[config.mk]
export PLATFORM = sky130hd
export DESIGN_NAME = dps_front
export DESIGN_NICKNAME = d
export VERILOG_FILES = /design/src/dps_pkg.sv /design/src/dps_front.sv
export SDC_FILE = /design/constraint.sdc
export NUM_CORES = 1
export LEC_CHECK = 0
export BUFFER_PORTS_ARGS = -buffer_cell sky130_fd_sc_hd__buf_2
export CAP_MARGIN = 20
export CELL_PAD_IN_SITES_DETAIL_PLACEMENT = 0
export CELL_PAD_IN_SITES_GLOBAL_PLACEMENT = 1
export CORE_MARGIN = 10
export CORE_UTILIZATION = 44
export DETAILED_ROUTE_END_ITERATION = 7
export PLACE_DENSITY = 0.89
export SYNTH_ARGS = -nofsm -noshare
export SYNTH_HDL_FRONTEND = slang
export SYNTH_SLANG_ARGS = --single-unit
[constraint.sdc]
create_clock -name clk_i -period 6 [get_ports clk_i]
set_clock_uncertainty 0.1 [all_clocks]
set_input_delay 0.9 -clock clk_i [delete_from_list [all_inputs] [get_ports clk_i]]
set_output_delay 0.9 -clock clk_i [all_outputs]
set_load 0.03 [all_outputs]
[src/dps_pkg.sv]
// dps_pkg: shared types and constants for the double-buffered pattern sequencer
// covers stream field widths, command and op codes, register indexes, queue and result words
// no dependencies
`default_nettype none

package dps_pkg;

  localparam int MaxStepsDef       = 64;
  localparam int DurationBitsDef   = 32;
  localparam int CorrectionBitsDef = 24;

  localparam int FUNC_W      = 3;
  localparam int IDX_W       = 6;
  localparam int DUR_W       = 32;
  localparam int PINS_W      = 3;
  localparam int CORR_W      = 24;
  localparam int LEN_W       = 7;
  localparam int STEP_OUT_W  = 6;
  localparam int CPR_W       = 16;
  localparam int MODE_W      = 2;
  localparam int CFG_IDX_W   = 2;
  localparam int CFG_DATA_W  = 16;
  localparam int S_TDATA_W   = 80;
  localparam int M_TDATA_W   = 16;
  localparam int QUEUE_DEPTH = 2;

  typedef enum logic [FUNC_W-1:0] {
    FUNC_TICK   = 3'd0,
    FUNC_WRITE  = 3'd1,
    FUNC_COMMIT = 3'd2,
    FUNC_START  = 3'd3,
    FUNC_SELECT = 3'd4
  } func_e;

  typedef enum logic [2:0] {
    OP_NONE,
    OP_TICK,
    OP_WRITE,
    OP_COMMIT,
    OP_START,
    OP_SELECT
  } op_e;

  typedef enum logic [MODE_W-1:0] {
    MODE_IDLE = 2'd0,
    MODE_HIGH = 2'd1,
    MODE_RUN  = 2'd2
  } mode_e;

  typedef enum logic [CFG_IDX_W-1:0] {
    CFG_RUN_MODE  = 2'd0,
    CFG_CORR_EN   = 2'd1,
    CFG_REPORT_EN = 2'd2,
    CFG_PERIOD    = 2'd3
  } cfg_e;

  typedef struct packed {
    op_e                       op;
    logic [IDX_W-1:0]          entry_index;
    logic [DUR_W-1:0]          step_duration;
    logic [PINS_W-1:0]         step_pins;
    logic signed [CORR_W-1:0]  step_correction;
    logic [LEN_W-1:0]          pattern_length;
    logic                      bank_choice;
  } item_t;

  // declared msb first, so pin_levels lands in the lowest bits
  typedef struct packed {
    logic                   switch_waiting;
    logic                   report_pulse;
    logic                   step_advanced;
    logic                   bank_now;
    logic [STEP_OUT_W-1:0]  step_now;
    logic                   led_level;
    logic [PINS_W-1:0]      pin_levels;
  } result_t;

endpackage

`default_nettype wire

[src/dps_front.sv]
// dps_front: input side of the sequencer, unpacks and classifies stream words
// and holds them in a short queue for the back end; uses dps_pkg
`default_nettype none

module dps_front (
  input  logic                           clk_i,
  input  logic                           rst_ni,
  input  logic                           s_axis_tvalid,
  output logic                           s_axis_tready,
  // entry_index, step_duration, step_pins, step_correction, pattern_length, bank_choice
  input  logic [dps_pkg::S_TDATA_W-1:0]  s_axis_tdata,
  // func
  input  logic [dps_pkg::FUNC_W-1:0]     s_axis_tuser,
  output logic                           q_valid_o,
  output dps_pkg::item_t                 q_item_o,
  input  logic                           q_pop_i
);
  import dps_pkg::*;

  localparam int PtrW = (QUEUE_DEPTH > 1) ? $clog2(QUEUE_DEPTH) : 1;
  localparam int CntW = $clog2(QUEUE_DEPTH + 1);

  item_t             in_item;
  item_t             fifo_q [QUEUE_DEPTH];
  logic [PtrW-1:0]   wr_ptr_q, wr_ptr_d, rd_ptr_q, rd_ptr_d;
  logic [CntW-1:0]   cnt_q, cnt_d;
  logic              push;

  always_comb begin
    in_item.entry_index     = s_axis_tdata[5:0];
    in_item.step_duration   = s_axis_tdata[37:6];
    in_item.step_pins       = s_axis_tdata[40:38];
    in_item.step_correction = s_axis_tdata[64:41];
    in_item.pattern_length  = s_axis_tdata[71:65];
    in_item.bank_choice     = s_axis_tdata[72];
    unique case (func_e'(s_axis_tuser))
      FUNC_TICK:   in_item.op = OP_TICK;
      FUNC_WRITE:  in_item.op = OP_WRITE;
      FUNC_COMMIT: in_item.op = OP_COMMIT;
      FUNC_START:  in_item.op = OP_START;
      FUNC_SELECT: in_item.op = OP_SELECT;
      default:     in_item.op = OP_NONE;
    endcase
  end

  assign s_axis_tready = (cnt_q != CntW'(QUEUE_DEPTH));
  assign push          = s_axis_tvalid && s_axis_tready;
  assign q_valid_o     = (cnt_q != '0);
  assign q_item_o      = fifo_q[rd_ptr_q];

  always_comb begin
    wr_ptr_d = wr_ptr_q;
    rd_ptr_d = rd_ptr_q;
    if (push) begin
      wr_ptr_d = (wr_ptr_q == PtrW'(QUEUE_DEPTH - 1)) ? '0 : wr_ptr_q + PtrW'(1);
    end
    if (q_pop_i) begin
      rd_ptr_d = (rd_ptr_q == PtrW'(QUEUE_DEPTH - 1)) ? '0 : rd_ptr_q + PtrW'(1);
    end
    cnt_d = cnt_q + CntW'(push) - CntW'(q_pop_i);
  end

  always_ff @(posedge clk_i or negedge rst_ni) begin
    if (!rst_ni) begin
      wr_ptr_q <= '0;
      rd_ptr_q <= '0;
      cnt_q    <= '0;
    end else begin
      wr_ptr_q <= wr_ptr_d;
      rd_ptr_q <= rd_ptr_d;
      cnt_q    <= cnt_d;
    end
  end

  always_ff @(posedge clk_i) begin
    if (push) begin
      fifo_q[wr_ptr_q] <= in_item;
    end
  end

endmodule

`default_nettype wire

-- Yosys cells after proc, flatten, opt, wreduce, memory -nomap -nowiden
Memories as Yosys holds them, arrays and structs flattened.
Index checks and enable logic that the tools add are counted.
- mux-type cells: 5
- $add $sub $neg: 4
- equality and inequality tests: 5
- reduce and logical (&&, ||, !) cells: 3
- operators by type and width (kind ; count):
    $pmux W3 S5 ; 1
    $eq A3 B2 Y1 const B ; 2
    $mux W1 ; 4
    $eq A3 B1 Y1 const B ; 1
    $eq A3 B3 Y1 const B ; 1
    $logic_not A3 Y1 ; 1
    $add A1 B1 Y1 const B ; 2
    $add A2 B1 Y2 ; 1
    $ne A2 B2 Y1 const B ; 1
    $reduce_bool A2 Y1 ; 1
    $sub A2 B1 Y2 ; 1
    $logic_and A1 B1 Y1 ; 1
- word-level logic and storage cells: 21
- register bits: 4
- bits of input ports: 87
- memories: 1
- bits in writable memories: 152
- output and inout bits: 78
- memories (name ; depth ; width ; read ports ; clocked after Yosys merged registers in ; wr ports ; line ; text):
    fifo_q ; 2 ; 76 ; 1 ; 0 ; 1 ; dps_front.sv:24 ; item_t fifo_q [QUEUE_DEPTH];

-- Depth between registers and ports, before layout
Gate-level depths: netlist of the first run.
- word-level depth: 4
- mapped depth: 5
- depth with buffers taken out: 5

-- Worst setup path before layout of the first run
No wires, ideal clock.
- kind: input to register
- from: in s_axis_tvalid
- to: mem fifo_q[0][0] (netlist name) (enable)
- arrival time: 4.189 ns
- path slack: 1.200 ns
- stages on the path: 2
- setup time: 0.511 ns
- required time: 5.389 ns
- path buffers: 0
- path through: nand2_1 nor2_1
- word-level cells in the longest chain between the ends: 3
- RTL lines (element ; line ; text):
    start, declared ; dps_front.sv:8 ; input logic s_axis_tvalid,
    $logic_and A1 B1 Y1 ; dps_front.sv:47 ; assign push = s_axis_tvalid && s_axis_tready;
    $mux W1 ; dps_front.sv:76 ; if (push) begin
    $mux W1 (not written as such) ; dps_front.sv:77 ; fifo_q[wr_ptr_q] <= in_item;
    end, declared ; dps_front.sv:24 ;
No other way between the ends.

==> run_results.csv, run 1 <==
group,metric,value,unit
outcome,status,"completed",
yosys,synthAdderAreaFrac,0.214,%
clock_network,clock_latency,0.41,ns
detailed_routing,vias_per_cell,4.83,
yosys,yosys_warnings,0,
clock_network,tritoncts,"built",
yosys,synth_top_cell_by_area,"edfxtp_1",
yosys,avgSynthCellArea,22.4,sq um
clock_network,clkSinkCount,156,
pwr,internal_power,2.69,mW
setup_path,slowest_delay,0.76,ns
layout,finalNonFillerCells,621,
clock_network,cts_setup_buffers,0,
yosys,ys_seq_area_share,79.7,%
global_routing,overflow,0,
floorplanning,die_width,135,um
clock_network,clk_pin_slew,0.06,ns
setup_path,worstSetupStartpointType,"register",
sta,maxSlewViolCount,0,
detailed_routing,via_count,3000,
setup_path,cp-end-kind,"output pin",
detailed_routing,drt_iter0_markers,162,
sta,setup_viol_count_final,0,
layout,final_core_util,56.6,%
pwr,clockPowerShare,26.6,%
pwr,power_frac_seq,39.2,%
placed_design,gp_congestion,0.682,
floorplanning,initial_utilization,44.5,%
pwr,power_density,551,nW/um^2
global_routing,grt_pass1_wl,17.3,mm
yosys,synth_cell_types,19,
floorplanning,dieArea,18300,sq um
setup_path,cp_data_required_time,5.00,ns
layout,area_growth,27.0,%
yosys,synth_fp_nets,349,
floorplanning,core_area,13100,sq um
yosys,synth_top_area_share,78.0,%
clock_network,clockBufferDepth,2,
floorplanning,io_pins,165,
setup_path,reg2reg_from,"cnt_q[0]",
setup_path,path_delay_family,"buffers and inverters",
sta,rsz0062_at_grt,"no",
yosys,synthCells,261,
placed_design,port_buffers,157,
detailed_routing,route.detailed.wl_per_inst,18.2,um
sta,relSlewSlack,50.3,%
yosys,syn_area,5850,sq um
layout,nets,519,
detailed_routing,postRouteAntennaNets,0,
sta,fin_crit_sh,58.3,%
pwr,combPwrFrac,34.2,%
yosys,ys_seq_elements,156,
placed_design,dpl.cell_count,587,
hold_path,hold_path.class,"input port to async pin",
detailed_routing,drc,0,
sta,max_freq,286,MHz
global_routing,first_global_vias,3333,
setup_path,path_cells,"buf_4 -> mux2_2 -> buf_2",
clock_network,cts_resized,0,
setup_path,critPathLaunch,"rd_ptr_q",
clock_network,ctsHoldBuffers,0,
floorplanning,die_h,135,um
setup_path,crit_buf_inv,2,
sta,tightest_slew,0.745,ns
yosys,synth.area.top_cells,"edfxtp_1 (78%), mux2_2 (8.9%), mux2_4 (7.7%)",
sta,whs,0.184,ns
placed_design,dp_hpwl,7.64,mm
run,cap_violations,0,
detailed_routing,firstDrtPassIters,4,
yosys,synth_compound_area_share,0.428,%
global_routing,antenna_found_initial,1,
yosys,synth-xor-area-share,0.749,%
floorplanning,rows,42,
sta,hold_viol,0,
pwr,switching_share,34.1,%
setup_path,arrival,2.50,ns
global_routing,grt_max_degree,77,
pwr,ir_worst_vdd,0.420,mV
yosys,synth_top_family_by_area,"multiplexers",
layout,drive_gt1_share,60.6,%
global_routing,grt_usage,12.4,%
clock_network,clock_tree.root_cell,"clkbuf_16",
setup_path,worstPathMaxFanout,45,
clock_network,cts-htree-levels,4,
setup_path,critPathSlowestCell,"dfrtp_4",
pwr,power.switching,1.40,mW
yosys,synthMuxAreaShare,16.6,%
yosys,synth-simple-area-share,0.834,%
detailed_routing,wl,11.3,mm
sta,min_period,3.50,ns
clock_network,cts_buffers,17,
pwr,p_leak,2.86,nW
setup_path,path_class,"register to output pin",
sta,setup_tns,0,ns
-- layout by cell type (no fill, tap or decap), drive strengths merged --
cell type,synthesis,final
edfxtp,152,152
nand2b,1,1
bufinv,0,4
xor2,1,1
nor3b,1,1
nor2,3,3
mux2,76,76
diode,0,1
dfrtp,4,4
ha,1,1
or2,1,1
o21ai,1,1
clkinvlp,0,3
xnor2,4,4
clkinv,0,6
buf,9,160
nand2,3,3
a21bo,1,1
and3,1,1
a21oi,2,2
clkbuf,0,19
-- state kept, by name (all words and copies together) (netlist names) --
name,cells
cnt_q,2
fifo_q,152
rd_ptr_q,1
wr_ptr_q,1
-- stage by stage --
step	worst slack [ns]	total power, mW	cell area, sq um
floorplan	1.20	2.70	5850
global placement	2.95	3.01	6800
detailed placement	2.92	3.05	6800
CTS	2.45	4.14	7410
global route	2.36	4.27	7430
finish	2.50	4.09	7430
-- cell families (layout without fill, tap and decap cells) --
logic type / after synthesis / after routing
other cells: 0 / 1
mux: 76 / 76
xor+xnor: 5 / 5
simple gates: 10 / 10
flops: 156 / 156
compound gates: 4 / 4
fa+ha+maj: 1 / 1
buf+inv: 9 / 192
-- worst paths after layout --
| kind | endpoint | slack [ns] | cells after the start |
|---|---|---|---|
| max | q_item_o[2] | 2.50 | 3 |
| min | wr_ptr_q | 0.18 | 1 |
| max reg2reg | fifo_q[0][63] | 3.48 | 4 |
| min reg2reg | cnt_q[0] | 0.45 | 1 |
| max in group asynchronous | rd_ptr_q | 5.48 | 1 |
| min in group clk_i | cnt_q[0] | 0.45 | 1 |
-- Yosys cell counts (all sizes together) --
| library cell | number |
|---|---|
| a21bo | 1 |
| a21oi | 2 |
| and3 | 1 |
| buf | 9 |
| dfrtp | 4 |
| edfxtp | 152 |
| ha | 1 |
| mux2 | 76 |
| nand2 | 3 |
| nand2b | 1 |
| nor2 | 3 |
| nor3b | 1 |
| o21ai | 1 |
| or2 | 1 |
| xnor2 | 4 |
| xor2 | 1 |
-- power groups by stage --
stage               logic [mW]  registers [mW]  clock network, mW
floorplan                 1.12            1.58                  0
global placement          1.40            1.61                  0
detailed placement        1.41            1.63                  0
CTS                       1.42            1.61               1.11
global route              1.48            1.63               1.16
finish                    1.40            1.60               1.09
-- layout make-up --
class,instances,area (sq um)
Antenna cell,1,2.50
Clock buffer,19,433
Clock inverter,13,174
Fill cell,1045,5710
Multi-Input combinational cell,96,1110
Sequential cell,156,4670
Tap cell,176,220
Timing Repair Buffer,160,821
-- routing by layer --
layer	GRT usage [%]	vias to the layer above	routed length (um)
li1	-	1369	-
met1	12.8	1503	4300
met2	20.7	110	5710
met3	5.82	18	1050
met4	6.64	0	250
met5	0	-	0
Power figures use the tool's default switching activity.
==> run 2, diff against run 1 <==
--- a/config.mk
+++ b/config.mk
@@ -10,9 +10,9 @@
 export CELL_PAD_IN_SITES_DETAIL_PLACEMENT = 0
 export CELL_PAD_IN_SITES_GLOBAL_PLACEMENT = 1
 export CORE_MARGIN = 10
-export CORE_UTILIZATION = 44
+export CORE_UTILIZATION = 39
 export DETAILED_ROUTE_END_ITERATION = 7
-export PLACE_DENSITY = 0.89
+export PLACE_DENSITY = 0.84
 export SYNTH_ARGS = -nofsm -noshare
 export SYNTH_HDL_FRONTEND = slang
 export SYNTH_SLANG_ARGS = --single-unit
==> constraint.sdc (replaced) <==
create_clock -name clk_i -period 2.9 [get_ports clk_i]
set_clock_uncertainty 0.1 [all_clocks]
set_input_delay 0.435 -clock clk_i [delete_from_list [all_inputs] [get_ports clk_i]]
set_output_delay 0.435 -clock clk_i [all_outputs]
set_load 0.03 [all_outputs]
==> run 2 against run 1 <==
Against the previous run: non-clock buffer count up 3; clock-buffer cell count up 1; worst setup slack worse by 2.1 ns; cell count up 1.6%; first-iteration DRC count down 36%; global-route usage down 1.4 points; critical endpoint is now q_item_o[37].
==> run_results.csv, run 2 (synthesis results as in run 1) <==
group,metric,value,unit
detailed_routing,drc,0,
sta,fin_crit_sh,86.6,%
layout,final_common_cell,"buf_2",
layout,largest-register,"fifo_q",
layout,area_growth,26.6,%
sta,setup_tns,0,ns
setup_path,path_class,"register to output pin",
hold_path,hold_path.class,"input port to register",
setup_path,cp-end-kind,"output pin",
sta,rsz0062_at_grt,"no",
run,cap_violations,0,
floorplanning,die_h,142,um
layout,layout_common_cells,"buf_2 (157), edfxtp_1 (152), mux2_2 (46)",
global_routing,first_global_vias,3236,
global_routing,grt_usage,11.1,%
detailed_routing,via_count,2961,
clock_network,clk_pin_slew,0.06,ns
floorplanning,dieArea,20300,sq um
placed_design,placed_cell_area,6860,sq um
global_routing,antenna_found_initial,1,
sta,maxSlewViolCount,0,
floorplanning,die_width,142,um
detailed_routing,firstDrtPassIters,4,
floorplanning,rows,44,
clock_network,cts_resized,0,
sta,hold_viol,0,
pwr,switching_share,34.4,%
sta,max_freq,398,MHz
clock_network,cts_buffers,17,
clock_network,clock_latency,0.41,ns
pwr,internal_power,5.42,mW
detailed_routing,postRouteAntennaNets,0,
global_routing,grt_max_degree,42,
placed_design,gp_congestion,0.708,
sta,tightest_slew,0.556,ns
pwr,p_leak,2.85,nW
detailed_routing,vias_per_cell,4.69,
global_routing,overflow,0,
global_routing,grt_pass1_wl,17.2,mm
placed_design,port_buffers,157,
sta,relSlewSlack,62.9,%
floorplanning,core_area,14600,sq um
detailed_routing,wl,11.3,mm
clock_network,clock_tree.root_cell,"clkbuf_16",
floorplanning,initial_utilization,40.0,%
placed_design,dp_hpwl,8.02,mm
pwr,power_density,1110,nW/um^2
floorplanning,io_pins,165,
pwr,ir_worst_vdd,0.686,mV
clock_network,clockBufferDepth,2,
pwr,power.switching,2.85,mW
setup_path,worstSetupStartpointType,"register",
layout,nets,522,
outcome,status,"completed",
pwr,power_frac_seq,39.6,%
pwr,combPwrFrac,35.8,%
layout,top_regs,"fifo_q (152), cnt_q (2)",
setup_path,worstPathMaxFanout,22,
sta,setup_viol_count_final,0,
layout,multi_input_area,1110,sq um
layout,register_area,4670,sq um
clock_network,cts-htree-levels,4,
layout,design_area,7410,sq um
detailed_routing,route.detailed.wl_per_inst,17.9,um
pwr,clockPowerShare,24.5,%
layout,nFillCells,1231,
setup_path,reg2reg_slack,1.02,ns
sta,min_period,2.51,ns
detailed_routing,drt_iter0_markers,104,
layout,largest_register_ffs,152,
clock_network,clkSinkCount,156,
setup_path,cp_data_required_time,2.37,ns
layout,drive_gt1_share,59.4,%
setup_path,arrival,1.98,ns
clock_network,tritoncts,"built",
-- run 2: worst paths after layout --
| check | start | end | cells after the start |
|---|---|---|---|
| setup / recovery | rd_ptr_q | q_item_o[37] | 3 |
| hold / removal | s_axis_tdata[57] | fifo_q[0][24] | 1 |
| min in group asynchronous | rst_ni | rd_ptr_q | 2 |
| max in group asynchronous | rst_ni | rd_ptr_q | 2 |
| setup reg to reg | cnt_q[0] | fifo_q[1][16] | 3 |
| hold reg to reg | cnt_q[0] | cnt_q[0] | 1 |
-- run 2: power groups by stage --
stage	Clock [mW]	Combinational, mW	Sequential (mW)
finish	2.03	2.96	3.27
global placement	0	2.99	3.29
detailed placement	0	3.03	3.33
global route	2.17	3.15	3.33
floorplan	0	2.33	3.23
CTS	2.08	3.04	3.28
-- run 2: per-stage QoR --
stage / worst slack, ns / power (mW) / hold slack [ns] / instances / utilization, %
floorplan: 0.343 / 5.56 / 0.0394 / 261 / -
global placement: 0.834 / 6.29 / 0.144 / 598 / 46.8
detailed placement: 0.793 / 6.36 / 0.151 / 598 / 46.8
CTS: 0.354 / 8.40 / 0.0890 / 630 / 50.6
global route: 0.290 / 8.65 / 0.0913 / 631 / 50.6
finish: 0.388 / 8.26 / 0.104 / 631 / 50.6
-- run 2: layout make-up --
type | instances | share of cell area, %
Clock inverter | 11 | 1.38
Clock buffer | 20 | 5.89
Multi-Input combinational cell | 96 | 15.0
Tap cell | 184 | 3.11
Timing Repair Buffer | 163 | 11.6
Antenna cell | 1 | 0.0338
Sequential cell | 156 | 63.0
-- run 2: what timing repair did --
| item | CTS | global route |
|---|---|---|
| buffers inserted | 0 | 0 |
| hold buffers | 1 | 0 |
| hold endpoints to repair | 4 | 0 |
-- run 2: critical path, cell delays in order, from the launching register on --
cell	delay (ns)
dfrtp_4	0.63
buf_4	0.39
mux2_4	0.34
buf_2	0.18
-- run 2: metal layers --
metal | wire [um] | GRT usage (%)
met5 | 0 | 0
met4 | 159 | 4.07
met3 | 948 | 5.77
met2 | 5750 | 18.4
met1 | 4430 | 11.7
